<file path="src/sv/fbpm_pkg.sv">
// Shared types, widths and codes for the frame buffer pool manager.
// Used by the controller, the datapath and the top level; depends on nothing.
package fbpm_pkg;

  // Field widths fixed by the interface
  localparam int IDX_W  = 4;
  localparam int CNT_W  = 5;
  localparam int OP_W   = 2;
  localparam int ST_W   = 3;
  localparam int DROP_W = 32;

  // Configuration port
  localparam int APB_ADDR_W = 3;
  localparam int APB_DATA_W = 32;
  localparam logic REG_POOL_COUNT   = 1'b0;
  localparam logic REG_POOL_ENABLED = 1'b1;

  // Defaults
  localparam int POOL_MAX_DEFAULT = 16;
  localparam int POOL_COUNT_RESET = 4;

  typedef enum logic [OP_W-1:0] {
    OP_ACQUIRE = 2'd0,
    OP_SUBMIT  = 2'd1,
    OP_CONSUME = 2'd2,
    OP_RELEASE = 2'd3
  } opcode_t;

  typedef enum logic [ST_W-1:0] {
    ST_OK        = 3'd0,
    ST_NOT_INIT  = 3'd1,
    ST_INVALID   = 3'd2,
    ST_EXHAUSTED = 3'd3,
    ST_NOT_FOUND = 3'd4
  } status_t;

  // Which pending slot a read targets
  typedef enum logic [1:0] {
    RD_HEAD  = 2'd0,
    RD_LAST  = 2'd1,
    RD_DRAIN = 2'd2
  } pend_rd_mode_t;

  // Controller to datapath commands
  typedef struct packed {
    logic          latch;
    logic          free_rd;
    logic          free_pop;
    logic          pend_rd;
    pend_rd_mode_t pend_mode;
    logic          pend_pop;
    logic          grant_cons;
    logic          drain_rd;
    logic          drain_push;
    logic          pend_clear;
    logic          pend_push;
    logic          free_push_idx;
    logic          load_out;
    status_t       status;
  } cmd_t;

  // Datapath to controller status
  typedef struct packed {
    opcode_t op;
    logic    free_empty;
    logic    pend_empty;
    logic    submit_bad;
    logic    release_bad;
    logic    k_done;
  } dp_stat_t;

  // Pool count clamped to 1..pmax
  function automatic logic [CNT_W-1:0] eff_count(input logic [CNT_W-1:0] pc, input int pmax);
    logic [CNT_W-1:0] c;
    c = pc;
    if (c == '0) begin
      c = CNT_W'(1);
    end else if (int'(c) > pmax) begin
      c = CNT_W'(pmax);
    end
    return c;
  endfunction

endpackage

</file>
<file path="src/sv/frame_buffer_pool_manager.sv">
// Top level of the frame buffer pool manager: configuration registers and
// the controller/datapath pair. Depends on fbpm_pkg, fbpm_ctrl, fbpm_datapath.
//
// Hands out frame buffer indices from a pool of pool_count buffers using a
// free FIFO and a pending FIFO, dropping the oldest pending frame when the
// free FIFO runs dry. One item is in work at a time, and each gives one
// result beat. Submit, release, errors and disabled operations go from
// decode straight to the result; acquire first reads and pops the free
// FIFO, or the pending FIFO when the free FIFO is empty; consume latest
// reads and grants the newest pending frame, then drops the older pending
// frames (up to POOL_MAX - 1), returning each to the free FIFO where it
// fits and moving one entry per cycle through the single read port of the
// pending RAM. A new item is taken once the result is loaded, also while
// the previous result beat still waits in the output register. Any write
// to pool_count or pool_enabled rebuilds both FIFOs in the same cycle (no
// clearing pass) and keeps the drop counter.
module frame_buffer_pool_manager import fbpm_pkg::*; #(
  parameter int POOL_MAX = POOL_MAX_DEFAULT
) (
  input  logic                  clk,
  input  logic                  rst,
  // Configuration port
  input  logic                  psel,
  input  logic                  penable,
  input  logic                  pwrite,
  input  logic [APB_ADDR_W-1:0] paddr,
  input  logic [APB_DATA_W-1:0] pwdata,
  output logic [APB_DATA_W-1:0] prdata,
  output logic                  pready,
  // Operation channel
  input  logic                  in_valid,
  output logic                  in_ready,
  input  logic [OP_W-1:0]       opcode,
  input  logic [IDX_W-1:0]      buffer_index,
  // Result channel
  output logic                  out_valid,
  input  logic                  out_ready,
  output logic [ST_W-1:0]       status,
  output logic [IDX_W-1:0]      granted_index,
  output logic [CNT_W-1:0]      free_count,
  output logic [DROP_W-1:0]     dropped_total
);

  logic             pool_enabled;
  logic [CNT_W-1:0] pool_count;
  logic [CNT_W-1:0] init_count;
  logic             cfg_wr;
  cmd_t             cmd;
  dp_stat_t         dp_stat;

  assign pready = 1'b1;
  assign cfg_wr = psel && penable && pwrite && pready;

  // Count that takes effect with this write
  assign init_count = (cfg_wr && (paddr[2] == REG_POOL_COUNT)) ? pwdata[CNT_W-1:0] : pool_count;

  // Register writes
  always_ff @(posedge clk) begin
    if (rst) begin
      pool_count   <= CNT_W'(POOL_COUNT_RESET);
      pool_enabled <= 1'b0;
    end else if (cfg_wr) begin
      unique case (paddr[2])
        REG_POOL_COUNT:   pool_count   <= pwdata[CNT_W-1:0];
        REG_POOL_ENABLED: pool_enabled <= pwdata[0];
      endcase
    end
  end

  // Register reads
  always_comb begin
    unique case (paddr[2])
      REG_POOL_COUNT:   prdata = APB_DATA_W'(pool_count);
      REG_POOL_ENABLED: prdata = APB_DATA_W'(pool_enabled);
    endcase
  end

  fbpm_ctrl u_ctrl (
    .clk       (clk),
    .rst       (rst),
    .in_valid  (in_valid),
    .in_ready  (in_ready),
    .out_valid (out_valid),
    .out_ready (out_ready),
    .enabled   (pool_enabled),
    .dp_stat   (dp_stat),
    .cmd       (cmd)
  );

  fbpm_datapath #(.POOL_MAX(POOL_MAX)) u_datapath (
    .clk           (clk),
    .rst           (rst),
    .reinit        (cfg_wr),
    .init_count    (init_count),
    .pool_count    (pool_count),
    .in_opcode     (opcode),
    .in_index      (buffer_index),
    .cmd           (cmd),
    .dp_stat       (dp_stat),
    .status        (status),
    .granted_index (granted_index),
    .free_count    (free_count),
    .dropped_total (dropped_total)
  );

endmodule

</file>
<file path="src/sv/fbpm_ram.sv">
// Generic simple dual-port RAM: one write port, one registered read port.
// Stand-alone; no package needed.
module fbpm_ram #(
  parameter int WIDTH = 4,
  parameter int DEPTH = 16
) (
  input  logic                                   clk,
  input  logic                                   we,
  input  logic [(DEPTH > 1 ? $clog2(DEPTH) : 1)-1:0] waddr,
  input  logic [WIDTH-1:0]                       wdata,
  input  logic                                   re,
  input  logic [(DEPTH > 1 ? $clog2(DEPTH) : 1)-1:0] raddr,
  output logic [WIDTH-1:0]                       rdata
);

  logic [WIDTH-1:0] mem [DEPTH];

  // Write, then register the read beat
  always_ff @(posedge clk) begin
    if (we) begin
      mem[waddr] <= wdata;
    end
    if (re) begin
      rdata <= mem[raddr];
    end
  end

endmodule

</file>
<file path="src/sv/fbpm_ctrl.sv">
// Sequencing state machine of the frame buffer pool manager.
// Depends on fbpm_pkg; drives the datapath through cmd_t and reads dp_stat_t.
module fbpm_ctrl import fbpm_pkg::*; (
  input  logic     clk,
  input  logic     rst,
  input  logic     in_valid,
  output logic     in_ready,
  output logic     out_valid,
  input  logic     out_ready,
  input  logic     enabled,
  input  dp_stat_t dp_stat,
  output cmd_t     cmd
);

  typedef enum logic [5:0] {
    S_IDLE   = 6'b000001,
    S_DECODE = 6'b000010,
    S_READ   = 6'b000100,
    S_GRANT  = 6'b001000,
    S_DRAIN  = 6'b010000,
    S_RESULT = 6'b100000
  } state_t;

  state_t  state, state_next;
  status_t status_q, status_q_next;
  logic    drain_rd_q, drain_rd_q_next;

  assign in_ready = (state == S_IDLE);

  // Next state and commands
  always_comb begin
    cmd             = '0;
    cmd.status      = status_q;
    state_next      = state;
    status_q_next   = status_q;
    drain_rd_q_next = 1'b0;
    unique case (state)
      S_IDLE: begin
        if (in_valid) begin
          cmd.latch  = 1'b1;
          state_next = S_DECODE;
        end
      end
      S_DECODE: begin
        status_q_next = ST_OK;
        state_next    = S_RESULT;
        if (!enabled) begin
          status_q_next = ST_NOT_INIT;
        end else begin
          unique case (dp_stat.op)
            OP_ACQUIRE: begin
              if (!dp_stat.free_empty) begin
                cmd.free_rd = 1'b1;
                state_next  = S_READ;
              end else if (!dp_stat.pend_empty) begin
                cmd.pend_rd   = 1'b1;
                cmd.pend_mode = RD_HEAD;
                state_next    = S_READ;
              end else begin
                status_q_next = ST_EXHAUSTED;
              end
            end
            OP_SUBMIT: begin
              if (dp_stat.submit_bad) begin
                status_q_next = ST_INVALID;
              end else begin
                cmd.pend_push = 1'b1;
              end
            end
            OP_CONSUME: begin
              if (dp_stat.pend_empty) begin
                status_q_next = ST_NOT_FOUND;
              end else begin
                cmd.pend_rd   = 1'b1;
                cmd.pend_mode = RD_LAST;
                state_next    = S_GRANT;
              end
            end
            OP_RELEASE: begin
              if (dp_stat.release_bad) begin
                status_q_next = ST_INVALID;
              end else begin
                cmd.free_push_idx = 1'b1;
              end
            end
          endcase
        end
      end
      S_READ: begin
        // Free FIFO is untouched since decode, so it tells which pop was issued
        if (!dp_stat.free_empty) begin
          cmd.free_pop = 1'b1;
        end else begin
          cmd.pend_pop = 1'b1;
        end
        state_next = S_RESULT;
      end
      S_GRANT: begin
        cmd.grant_cons = 1'b1;
        state_next     = S_DRAIN;
      end
      S_DRAIN: begin
        // Read one older entry per cycle, push it the cycle after
        cmd.drain_rd    = !dp_stat.k_done;
        cmd.pend_rd     = !dp_stat.k_done;
        cmd.pend_mode   = RD_DRAIN;
        cmd.drain_push  = drain_rd_q;
        drain_rd_q_next = !dp_stat.k_done;
        if (dp_stat.k_done && !drain_rd_q) begin
          cmd.pend_clear = 1'b1;
          state_next     = S_RESULT;
        end
      end
      S_RESULT: begin
        if (!out_valid || out_ready) begin
          cmd.load_out = 1'b1;
          state_next   = S_IDLE;
        end
      end
    endcase
  end

  // State and output valid
  always_ff @(posedge clk) begin
    if (rst) begin
      state      <= S_IDLE;
      status_q   <= ST_OK;
      drain_rd_q <= 1'b0;
      out_valid  <= 1'b0;
    end else begin
      state      <= state_next;
      status_q   <= status_q_next;
      drain_rd_q <= drain_rd_q_next;
      if (cmd.load_out) begin
        out_valid <= 1'b1;
      end else if (out_ready) begin
        out_valid <= 1'b0;
      end
    end
  end

endmodule

</file>
<file path="src/sv/fbpm_datapath.sv">
// Datapath of the frame buffer pool manager: FIFO pointers, both queue RAMs,
// drop counter and result register. Depends on fbpm_pkg and fbpm_ram.
module fbpm_datapath import fbpm_pkg::*; #(
  parameter int POOL_MAX = POOL_MAX_DEFAULT
) (
  input  logic              clk,
  input  logic              rst,
  input  logic              reinit,
  input  logic [CNT_W-1:0]  init_count,
  input  logic [CNT_W-1:0]  pool_count,
  input  logic [OP_W-1:0]   in_opcode,
  input  logic [IDX_W-1:0]  in_index,
  input  cmd_t              cmd,
  output dp_stat_t          dp_stat,
  output logic [ST_W-1:0]   status,
  output logic [IDX_W-1:0]  granted_index,
  output logic [CNT_W-1:0]  free_count,
  output logic [DROP_W-1:0] dropped_total
);

  localparam int PTR_W = POOL_MAX > 1 ? $clog2(POOL_MAX) : 1;
  localparam int SUM_W = (PTR_W > CNT_W ? PTR_W : CNT_W) + 1;

  // Ring slot head+k, with head+k always below twice the depth
  function automatic logic [PTR_W-1:0] slot(input logic [PTR_W-1:0] head,
                                            input logic [CNT_W-1:0] k);
    logic [SUM_W-1:0] sum;
    sum = SUM_W'(head) + SUM_W'(k);
    if (sum >= SUM_W'(POOL_MAX)) begin
      sum = sum - SUM_W'(POOL_MAX);
    end
    return sum[PTR_W-1:0];
  endfunction

  opcode_t           op_q;
  logic [IDX_W-1:0]  idx_q;
  logic [PTR_W-1:0]  free_head, pend_head;
  logic [CNT_W-1:0]  free_occ, pend_occ, k;
  logic [DROP_W-1:0] drop_cnt;
  logic [IDX_W-1:0]  granted;
  logic              free_valid [POOL_MAX];
  logic              free_rd_valid;
  logic [IDX_W-1:0]  free_rd_dflt;
  logic [CNT_W-1:0]  n;

  logic              free_we;
  logic [PTR_W-1:0]  free_waddr;
  logic [IDX_W-1:0]  free_wdata;
  logic [IDX_W-1:0]  free_q, free_data;
  logic [PTR_W-1:0]  pend_waddr, pend_raddr;
  logic [IDX_W-1:0]  pend_q;
  logic              drain_fits;
  logic [DROP_W-1:0] drop_inc;

  assign n          = eff_count(pool_count, POOL_MAX);
  assign drain_fits = (free_occ < n);
  assign drop_inc   = (drop_cnt == '1) ? drop_cnt : drop_cnt + DROP_W'(1);

  // Status toward the controller
  assign dp_stat.op          = op_q;
  assign dp_stat.free_empty  = (free_occ == '0);
  assign dp_stat.pend_empty  = (pend_occ == '0);
  assign dp_stat.submit_bad  = (CNT_W'(idx_q) >= n) || (pend_occ >= n);
  assign dp_stat.release_bad = (CNT_W'(idx_q) >= n) || (free_occ >= n);
  assign dp_stat.k_done      = (k == pend_occ - CNT_W'(1));

  // Free FIFO write port: release or drained pending entry
  assign free_we    = cmd.free_push_idx || (cmd.drain_push && drain_fits);
  assign free_waddr = slot(free_head, free_occ);
  assign free_wdata = cmd.drain_push ? pend_q : idx_q;

  // Slots never written since reinit hold their own index
  assign free_data = free_rd_valid ? free_q : free_rd_dflt;

  fbpm_ram #(.WIDTH(IDX_W), .DEPTH(POOL_MAX)) u_free_ram (
    .clk   (clk),
    .we    (free_we),
    .waddr (free_waddr),
    .wdata (free_wdata),
    .re    (cmd.free_rd),
    .raddr (free_head),
    .rdata (free_q)
  );

  // Pending read address select
  always_comb begin
    case (cmd.pend_mode)
      RD_HEAD:  pend_raddr = pend_head;
      RD_LAST:  pend_raddr = slot(pend_head, pend_occ - CNT_W'(1));
      RD_DRAIN: pend_raddr = slot(pend_head, k);
      default:  pend_raddr = pend_head;
    endcase
  end

  assign pend_waddr = slot(pend_head, pend_occ);

  fbpm_ram #(.WIDTH(IDX_W), .DEPTH(POOL_MAX)) u_pend_ram (
    .clk   (clk),
    .we    (cmd.pend_push),
    .waddr (pend_waddr),
    .wdata (idx_q),
    .re    (cmd.pend_rd),
    .raddr (pend_raddr),
    .rdata (pend_q)
  );

  // Pointers, occupancies, drop counter, written marks
  always_ff @(posedge clk) begin
    if (rst) begin
      free_head <= '0;
      free_occ  <= eff_count(CNT_W'(POOL_COUNT_RESET), POOL_MAX);
      pend_head <= '0;
      pend_occ  <= '0;
      drop_cnt  <= '0;
      k         <= '0;
      for (int i = 0; i < POOL_MAX; i++) begin
        free_valid[i] <= 1'b0;
      end
    end else if (reinit) begin
      free_head <= '0;
      free_occ  <= eff_count(init_count, POOL_MAX);
      pend_head <= '0;
      pend_occ  <= '0;
      for (int i = 0; i < POOL_MAX; i++) begin
        free_valid[i] <= 1'b0;
      end
    end else begin
      if (cmd.latch) begin
        k <= '0;
      end
      if (cmd.drain_rd) begin
        k <= k + CNT_W'(1);
      end
      if (cmd.free_pop) begin
        free_head <= slot(free_head, CNT_W'(1));
        free_occ  <= free_occ - CNT_W'(1);
      end
      if (cmd.pend_pop) begin
        pend_head <= slot(pend_head, CNT_W'(1));
        pend_occ  <= pend_occ - CNT_W'(1);
        drop_cnt  <= drop_inc;
      end
      if (cmd.pend_push) begin
        pend_occ <= pend_occ + CNT_W'(1);
      end
      if (cmd.free_push_idx || (cmd.drain_push && drain_fits)) begin
        free_occ <= free_occ + CNT_W'(1);
      end
      // A dropped frame counts even when the free FIFO is full
      if (cmd.drain_push) begin
        drop_cnt <= drop_inc;
      end
      if (cmd.pend_clear) begin
        pend_head <= '0;
        pend_occ  <= '0;
      end
      if (free_we) begin
        free_valid[free_waddr] <= 1'b1;
      end
    end
  end

  // Item beat, grant and result registers
  always_ff @(posedge clk) begin
    if (cmd.latch) begin
      op_q    <= opcode_t'(in_opcode);
      idx_q   <= in_index;
      granted <= '0;
    end
    if (cmd.free_rd) begin
      free_rd_valid <= free_valid[free_head];
      free_rd_dflt  <= IDX_W'(free_head);
    end
    if (cmd.free_pop) begin
      granted <= free_data;
    end
    if (cmd.pend_pop || cmd.grant_cons) begin
      granted <= pend_q;
    end
    if (cmd.load_out) begin
      status        <= cmd.status;
      granted_index <= (cmd.status == ST_OK) ? granted : '0;
      free_count    <= free_occ;
      dropped_total <= drop_cnt;
    end
  end

endmodule
</file>
<file path="config.mk">
export PLATFORM = sky130hd
export DESIGN_NAME = frame_buffer_pool_manager
export DESIGN_NICKNAME = d
export VERILOG_FILES = /design/src/sv/fbpm_pkg.sv /design/src/sv/frame_buffer_pool_manager.sv /design/src/sv/fbpm_ram.sv /design/src/sv/fbpm_ctrl.sv /design/src/sv/fbpm_datapath.sv
export SDC_FILE = /design/constraint.sdc
export NUM_CORES = 1
export LEC_CHECK = 0
export BUFFER_PORTS_ARGS = -buffer_cell sky130_fd_sc_hd__buf_2
export CAP_MARGIN = 15
export CORE_MARGIN = 1
export CORE_UTILIZATION = 62
export CTS_CLUSTER_SIZE = 8
export DETAILED_ROUTE_END_ITERATION = 10
export PLACE_DENSITY = 0.83
export SKIP_CTS_REPAIR_TIMING = 1
export SYNTH_ARGS = -nofsm -noshare
export SYNTH_HDL_FRONTEND = slang
export SYNTH_SLANG_ARGS = --single-unit
</file>
<file path="constraint.sdc">
create_clock -name clk -period 6.2 [get_ports clk]
set_input_delay 1.24 -clock clk [delete_from_list [all_inputs] [get_ports clk]]
set_output_delay 1.24 -clock clk [all_outputs]
set_load 0.005 [all_outputs]
</file>
==> results of run 1 <==
flip-flops by register name, summed over array words and instances (netlist names), 6 cells and up:
register	flops
u_datapath.dropped_total	32
u_datapath.u_pend_ram.mem	64
u_datapath.u_free_ram.mem	64
u_datapath.free_valid	16
u_ctrl.state	6
u_datapath.drop_cnt	32
cell usage after synthesis, types with 4 or more instances:
cell and count:
o31ai_1 6, nor3_1 21, nand4_1 13, nor2b_1 15
a22o_1 8, nor3b_1 4, inv_1 23, ha_1 33
and3_1 12, edfxtp_1 195, mux4_2 41, mux2i_1 29
or3_1 8, nand2b_1 12, mux2_2 5, clkbuf_1 28
a21oi_1 32, and2_1 10, nand3_1 30, dfxtp_1 88
o211ai_1 5, buf_1 6, buf_4 28, fa_1 4
a21o_1 7, nor4_1 15, nor2_1 98, xnor2_1 38
nand2_1 67, mux2_1 5, nor4b_1 4, o21ai_0 29
xor2_1 12
power breakdown:
group	internal [W]	switching [W]	total (W)
sequential	0.00203	0.0000204	0.00205
clock	0.00126	0.000784	0.00205
combinational	0.0000387	0.0000791	0.000118
metal layers:
layer  GRT usage  vias to the layer above  part of all wire
li1            -                     3842                 -
met1       0.357                     4091              0.41
met2       0.443                      435              0.49
met3      0.0389                       83             0.070
met4       0.124                        0             0.036
met5           0                        -                 0
worst paths after layout:
| path | end | slack [ns] | cells after the start |
|---|---|---|---|
| worst max register to register | u_datapath.u_pend_ram.rdata[2] | 1.78 | 11 |
| worst min-delay path | u_datapath.free_valid[8] | 0.46 | 2 |
| worst max-delay path | u_datapath.u_pend_ram.rdata[2] | 1.78 | 11 |
| worst min register to register | u_datapath.free_valid[8] | 0.46 | 2 |
area by class of cell:
| cell class | instances | area, sq um |
|---|---|---|
| Clock buffer | 71 | 1160 |
| Tap cell | 270 | 338 |
| Multi-Input combinational cell | 647 | 4880 |
| Fill cell | 1301 | 5680 |
| Timing Repair Buffer | 81 | 433 |
| Sequential cell | 283 | 7620 |
| Inverter | 23 | 86.3 |
| Clock inverter | 3 | 46.3 |
logic make-up (layout without fill, tap and decap cells):
logic type,Yosys count,count (layout),synth area share
AO/OA/AOI/OAI,125,125,0.0643
XOR/XNOR,51,51,0.0359
flip-flops,283,283,0.594
other,2,28,0.000585
adder cells (fa/ha/maj),37,37,0.0384
buffers and inverters,89,178,0.0351
AND/OR/NAND/NOR,326,326,0.129
multiplexers,80,80,0.103
stage by stage:
step | utilization | worst slack (ns) | std cells | total power, W
2_1_floorplan | - | 2.11 | 1019 | 0.00217
3_3_place_gp | 0.659 | 1.90 | 1302 | 0.00219
3_5_place_dp | 0.659 | 1.79 | 1302 | 0.00220
4_1_cts | 0.719 | 1.80 | 1376 | 0.00424
5_1_grt | 0.719 | 1.48 | 1378 | 0.00432
6_report | 0.719 | 1.78 | 1378 | 0.00421
critical path, cell delays in order, from the launching register on:
cell	delay, ns
dfxtp_1	0.45
or4b_4	0.52
nor3_1	0.60
ha_1	0.44
o21ai_0	0.15
ha_1	0.23
fa_1	0.38
xnor2_1	0.17
nor2_1	0.05
a21oi_1	0.75
mux2i_1	0.32
mux2i_1	0.10
==> metrics.yaml, run 1 <==
run_status:
  status: "finished clean"
sta:
  fmax_ghz: 0.226
  worst_slew_pin_slew_ns: 1.10
  setup_violations: 0
  rsz0062_at_grt: "no"
  skew_ns: 0.0172
  slew_violations: 0
  slew_headroom: 0.265
  hold_viol_final: 0
  min_period_over_period: 0.713
  setup_tns_ns: 0
  period_needed_ns: 4.42
  worst_hold_slack_ns: 0.459
finish:
  area_growth_pct: 13.5
  final_cell_mix: "edfxtp_1, nor2_1, dfxtp_1"
  num-nets-final: 1162
  final_area_sq_um: 14600
  diodes: 0
  layout_commonest_cell: "edfxtp_1"
  drive_gt1_frac: 0.169
power_and_ir_drop:
  power_density_nw_per_um2: 289
  peakVddDrop_v: 0.000207
  leakagePower_nw: 5.38
grt:
  track_usage: 0.269
  grt_max_degree: 43
  grt_pass1_wl_um: 44400
  grt_pass1_vias: 8291
  gr-total-overflow: 0
  antenna_found_initial: 0
cts:
  cts_root_buf: "clkbuf_16"
  clockBufferDepth: 3
  cts_tree: "built"
  clk_latency_ns: 0.53
  htreeDepth: 2
  cts_sinks: 283
  path_clk_slew_ns: 0.05
  cts_buffers: 41
logic_synthesis:
  synth-edff-count: 195
  avgSynthCellArea_sq_um: 12.9
  synthesis.area_sq_um: 12800
  yosys-top-cells-area: "edfxtp_1, dfxtp_1, mux4_2"
  ys_ff_latch: 283
  ys_warn_count: 0
  synth.distinct_cells: 70
  synthFlopType: "edfxtp_1"
  async_flop_share: 0
  synth_area_leader_cell: "edfxtp_1"
  ys_seq_area_frac: 0.594
  netlist_instances: 993
  synth_top_area_frac: 0.456
placed_design:
  gp_congestion: 0.867
  io_buffers: 69
  place_area_sq_um: 13300
  dp_hpwl_um: 17800
routing:
  num_vias: 8451
  viasPerCell: 6.13
  wl_um: 27600
  drt-initial-drc-count: 723
  antenna_left: 0
  first_pass_iters: 5
  wire_per_inst_um: 20.0
  drc: 0
floorplan:
  dieWidth_um: 146
  die_h_um: 146
  top_level_ports: 127
  start_util: 0.634
  rows: 52
  design.die.area_sq_um: 21300
  core_area_sq_um: 20200
setup_path:
  r2r-start: "u_ctrl.state[4]"
  crit_type: "flop to flop"
  worstPathRequired_ns: 6.46
  arrival_ns: 4.68
  cp_max_fo: 8
  crit_start: "u_ctrl.state[4]"
  endpoint_kind: "flop"
  start_kind: "flop"
min_path:
  hold_class: "flop to flop"
  holdCritStartpoint: "u_datapath.free_valid[8]"
job:
  cap_violations: 0
(Power assumes the default switching activity.)
==> run 2, diff against run 1 <==
- ABC_AREA: not set -> 1
- CORE_UTILIZATION: 62 -> 60
- PLACE_DENSITY: 0.83 -> 0.81
- clock period: 6.2 -> 4.32 ns (I/O delays scaled with it)
==> run 2 against run 1 <==
  * Via count is 20% higher
  * Design area is 3.7% higher
  * Clock power is 41% higher
  * Utilization is 2.8 points lower
  * Critical path type unchanged
  * Register-to-register slack worse by 1.5 ns
  * Count of clock-buffer cells in the layout is 1 higher
  * Area after synthesis is 4.0% higher
  * Critical path depth is 7 higher
  * Sequential power is 43% higher
  * Fmax is 11% higher
  * Synthesized cell count is 42% higher
  * Worst hold slack worse by 0.0040 ns
==> metrics.yaml, run 2 <==
setup_path:
  start_kind: "flop"
  r2r-start: "u_ctrl.state[4]"
  slowest_stage: "fa_1"
  path_depth: 18
  cpPeakStageDelay_ns: 0.48
  path_buf_inv: 4
  crit_type: "flop to flop"
  r2r-end: "u_datapath.u_pend_ram.rdata[2]"
  arrival_ns: 4.39
  crit_top_cell: "o21ai_0"
  crit_chain: "nor2_2 > nand4_1 > inv_2 > nand2_1 > nor2_1 > inv_1 > ha_1 > o21ai_0 > fa_1 > or2_2 > o21ai_2 > clkbuf_16 > o21ai_0 > o22ai_1 > inv_1 > o21ai_0 > nand3_1 > nand2_1"
  endpoint_kind: "flop"
  cp_max_fo: 16
  cp_top_family: "simple AND/OR/NAND/NOR gates"
  regToRegSetupSlack_ns: 0.32
  reg2regPathDepth: 18
  worstPathRequired_ns: 4.71
finish:
  area_growth_pct: 13.2
  layout_commonest_cell: "nand2_1"
  num-nets-final: 1581
  reg_top3: "u_datapath.u_free_ram.mem (64), u_datapath.u_pend_ram.mem (64)"
  final_cell_mix: "nand2_1, nor2_1, edfxtp_1"
  final_core_util: 0.692
  drive_gt1_frac: 0.107
  diodes: 0
grt:
  grt_pass1_wl_um: 47900
  track_usage: 0.269
  grt_max_degree: 47
  antenna_found_initial: 0
  grt_pass1_vias: 9620
  gr-total-overflow: 0
logic_synthesis:
  netlist_instances: 1409
  ys_warn_count: 0
  synthesis.area_sq_um: 13300
  ys_seq_area_frac: 0.571
  synth-edff-count: 195
  ys_ff_latch: 283
  avgSynthCellArea_sq_um: 9.47
  post-synth-top-count-cell: "nand2_1"
  yosys-top-cells-count: "nand2_1, nor2_1, edfxtp_1, inv_1, o21ai_0"
  async_flop_share: 0
  synth_top_area_frac: 0.439
  synth_area_leader_cell: "edfxtp_1"
  synth.distinct_cells: 50
  yosys-top-cells-area: "edfxtp_1, dfxtp_1, nand2_1"
  synthFlopType: "edfxtp_1"
cts:
  clockBufferDepth: 3
  cts_sinks: 283
  cts_buffers: 41
  path_clk_slew_ns: 0.05
  cts_root_buf: "clkbuf_16"
  htreeDepth: 2
  cts_tree: "built"
  clk_latency_ns: 0.53
power_and_ir_drop:
  switching_power_w: 0.00126
  peakVddDrop_v: 0.000274
  power_frac_comb: 0.030
  power_w: 0.00600
  p_int_w: 0.00474
  leakagePower_nw: 5.93
  seq_power_share: 0.488
  power.clock.fraction: 0.482
  sw_frac_of_total: 0.210
  power_density_nw_per_um2: 397
routing:
  first_pass_iters: 6
  num_vias: 10200
  viasPerCell: 5.63
  wl_um: 30200
  antenna_left: 0
  drt-initial-drc-count: 1029
  wire_per_inst_um: 16.7
  drc: 0
placed_design:
  io_buffers: 69
  gp_congestion: 0.926
  dp_hpwl_um: 19700
sta:
  min_period_over_period: 0.925
  period_needed_ns: 4.00
  hold_viol_final: 0
  worst_slew_pin_slew_ns: 0.958
  skew_ns: 0.0190
  rsz0062_at_grt: "no"
  setup_violations: 0
  slew_violations: 0
  slew_headroom: 0.357
  setup_tns_ns: 0
  fmax_ghz: 0.250
floorplan:
  design.die.area_sq_um: 22800
  start_util: 0.611
  die_h_um: 151
  core_area_sq_um: 21800
  top_level_ports: 127
  rows: 54
  dieWidth_um: 151
min_path:
  hold_depth: 0
  hold_class: "flop to flop"
  hold_path_end: "u_datapath.status[2]"
  holdCritStartpoint: "u_ctrl.status_q[2]"
run_status:
  status: "finished clean"
job:
  cap_violations: 0
[run 2: cell types whose count changed after synthesis, moves of 24 or more]
cell	previous run	this run
nor2_1	98	212
inv_1	23	120
mux4_2	41	0
mux2i_1	29	0
nand2_1	67	262
a21oi_1	32	58
xnor2_1	38	14
nand3_1	30	63
o21ai_0	29	100
[run 2: routing by layer]
layer	wire length (um)	global-route usage
met5	0	0
met4	810	0.0960
met3	2360	0.0542
met2	14300	0.439
met1	12700	0.357
[run 2: per-stage QoR]
stage / worst slack, ns / area, sq um / std cells / hold WS [ns]
2_1_floorplan: 0.414 / 13400 / 1435 / 0.406
5_1_grt: 0.0288 / 15100 / 1808 / 0.474
4_1_cts: 0.129 / 15000 / 1805 / 0.452
3_5_place_dp: 0.243 / 13900 / 1730 / 0.441
6_report: 0.323 / 15100 / 1808 / 0.455
3_3_place_gp: 0.365 / 13900 / 1730 / 0.436
[run 2: area by class of cell]
class	instances	area, sq um
timing repair buffer	88	529
multi-input combinational	955	4950
inverter	127	479
clock buffer	72	1140
sequential	283	7620
clock inverter	3	22.5
tap	280	350
fill	1604	6730
[run 2: power groups by stage]
| stage | registers, W | clock network [W] | logic, W |
|---|---|---|---|
| 2_1_floorplan | 0.00298 | 0 | 0.000134 |
| 3_3_place_gp | 0.00298 | 0 | 0.000169 |
| 3_5_place_dp | 0.00298 | 0 | 0.000176 |
| 4_1_cts | 0.00293 | 0.00292 | 0.000178 |
| 5_1_grt | 0.00293 | 0.00304 | 0.000206 |
| 6_report | 0.00293 | 0.00289 | 0.000179 |
[run 2: worst max path at each step]
| stage | slack, ns | startpoint | end |
|---|---|---|---|
| 2_1_floorplan | 0.41 | out_ready | u_datapath.dropped_total[0] |
| 3_3_place_gp | 0.37 | u_datapath.pend_occ[1] | u_datapath.u_pend_ram.rdata[3] |
| 3_5_place_dp | 0.24 | u_datapath.pend_occ[1] | u_datapath.u_pend_ram.rdata[2] |
| 4_1_cts | 0.13 | u_datapath.pend_occ[1] | u_datapath.u_pend_ram.rdata[2] |
| 5_1_grt | 0.03 | u_datapath.pend_occ[1] | u_datapath.u_pend_ram.rdata[3] |
| 6_report | 0.32 | u_ctrl.state[4] | u_datapath.u_pend_ram.rdata[2] |
[run 2: cell families (layout without fill, tap and decap cells)]
kind of cell               Yosys count  after routing  share of synthesized area
muxes                                2              2                    0.00169
adders and majority gates           37             37                     0.0370
AOI/OAI and AO/OA                  233            233                      0.102
other                                2             28                   0.000563
buffers and inverters              197            290                     0.0668
DFF                                283            283                      0.571
and+or+nand+nor                    617            617                      0.196
xor gates and xnor gates            38             38                     0.0250
==> run 3, diff against run 2 <==
- CORE_UTILIZATION: 60 -> 62
- CTS_BUF_LIST: not set -> sky130_fd_sc_hd__clkbuf_4 sky130_fd_sc_hd__clkbuf_8
- PLACE_DENSITY: 0.81 -> 0.83
==> run 3 against run 2 <==
  * Sequential share of layout area rose by 0.89 points
  * Register-to-register slack barely moved
  * Non-clock buffer count fell by 2
  * Clock power fell by 20%
  * First-iteration DRC count fell by 12%
  * Worst hold slack got worse by 0.0048 ns
  * Power fell by 9.5%
  * Fmax barely moved
  * Combinational power barely moved
  * Sequential power barely moved
  * Cell count rose by 0.11%
  * Die area fell by 3.2%
  * Critical endpoint is now u_datapath.u_pend_ram.rdata[0]
==> metrics.yaml, run 3 (synthesis gave the netlist of run 2 again) <==
cts:
  path_clk_slew_ns: 0.06
  htreeDepth: 2
  cts_sinks: 283
  clockBufferDepth: 3
  cts_tree: "built"
  cts_root_buf: "clkbuf_8"
  cts_buffers: 45
  clk_latency_ns: 0.57
routing:
  antenna_left: 0
  viasPerCell: 5.68
  dr.max_layer_used: "met4"
  wl_met2_um: 14000
  drt-initial-drc-count: 906
  first_pass_iters: 5
  wl_met3_um: 2230
  wl_um: 29500
  wire_per_inst_um: 16.3
  drc: 0
  wl_met1_um: 12600
  num_vias: 10300
setup_path:
  r2r-start: "u_ctrl.state[4]"
  arrival_ns: 4.43
  worstPathRequired_ns: 4.75
  endpoint_kind: "flop"
  crit_type: "flop to flop"
  start_kind: "flop"
  crit_start: "u_ctrl.state[4]"
  cp_max_fo: 32
power_and_ir_drop:
  switching_power_w: 0.00114
  power_frac_comb: 0.033
  sw_frac_of_total: 0.211
  power.clock.fraction: 0.428
  seq_power_share: 0.539
  power_density_nw_per_um2: 366
  p_int_w: 0.00428
  leakagePower_nw: 5.87
  peakVddDrop_v: 0.000275
sta:
  slew_headroom: 0.359
  period_needed_ns: 4.00
  setup_tns_ns: 0
  setup_violations: 0
  rsz0062_at_grt: "no"
  hold_viol_final: 0
  skew_ns: 0.0366
  fmax_ghz: 0.250
  min_period_over_period: 0.926
  worst_slew_pin_slew_ns: 0.960
  slew_violations: 0
grt:
  antenna_found_initial: 0
  gr-total-overflow: 0
  grt_max_degree: 46
  track_usage: 0.273
  grt_pass1_vias: 9669
  grt_pass1_wl_um: 47300
floorplan:
  dieWidth_um: 149
  top_level_ports: 127
  start_util: 0.632
  design.die.area_sq_um: 22100
  rows: 53
  die_h_um: 149
  core_area_sq_um: 21100
placed_design:
  dpl.cell_count: 1724
  gp_congestion: 0.934
  io_buffers: 69
  dp_hpwl_um: 19800
finish:
  final_cell_mix: "nand2_1, nor2_1, edfxtp_1"
  diodes: 0
  layout_commonest_cell: "nand2_1"
  reg_top3: "u_datapath.u_free_ram.mem (64), u_datapath.u_pend_ram.mem (64)"
  finalNonFillerCells: 1810
  num-nets-final: 1583
  area_growth_pct: 11.2
  drive_gt1_frac: 0.129
run_status:
  status: "finished clean"
min_path:
  holdCritStartpoint: "u_ctrl.status_q[1]"
  hold_class: "flop to flop"
job:
  cap_violations: 0
## run 3: path summary, 6_finish.rpt
check             cells past startpoint  slack (ns)                             end
setup / recovery                     18        0.32  u_datapath.u_pend_ram.rdata[0]
hold / removal                        0        0.45            u_datapath.status[1]
setup reg to reg                     18        0.32  u_datapath.u_pend_ram.rdata[0]
hold reg to reg                       0        0.45            u_datapath.status[1]
## run 3: per-layer routing
metal | up-vias | global-route usage
li1 | 4919 | -
met1 | 4818 | 0.366
met2 | 492 | 0.442
met3 | 58 | 0.0442
met4 | 0 | 0.112
met5 | - | 0
## run 3: power by group through the flow
| stage | sequential [W] | combinational, W | clock (W) |
|---|---|---|---|
| after floorplan | 0.00298 | 0.000134 | 0 |
| after global placement | 0.00298 | 0.000167 | 0 |
| after detailed placement | 0.00298 | 0.000173 | 0 |
| after CTS | 0.00292 | 0.000175 | 0.00235 |
| after global routing | 0.00292 | 0.000203 | 0.00248 |
| final | 0.00292 | 0.000179 | 0.00232 |
## run 3: worst max-delay path, stage by stage, from the launching register on
cell and delay (ns):
dfxtp_1 0.35, nor2_1 0.26, nand4_1 0.27, inv_2 0.18, nand2_1 0.06, nor2_1 0.13
inv_1 0.07, ha_1 0.27, o21ai_0 0.33, fa_1 0.48, or2_2 0.30, o21ai_1 0.15
buf_12 0.21, o21ai_0 0.11, o22ai_1 0.22, inv_1 0.09, o21ai_0 0.20, nand3_1 0.11
nand2_1 0.07
## run 3: through the flow
step                      hold WS [ns]   util  total power, W  setup WS, ns  cell area (sq um)
final                            0.450  0.704         0.00543         0.322              14800
after global routing             0.453  0.704         0.00561       0.00246              14800
after CTS                        0.452  0.702         0.00545         0.166              14800
after detailed placement         0.438  0.657         0.00315         0.189              13900
after global placement           0.437  0.657         0.00315         0.368              13900
after floorplan                  0.406      -         0.00311         0.414              13400
## run 3: area by class of cell
type	count	area, sq um
Sequential cell	283	7620
Multi-Input combinational cell	955	4950
Tap cell	275	344
Clock buffer	80	913
Fill cell	1531	6250
Inverter	127	479
Clock inverter	4	27.5
Timing Repair Buffer	86	505
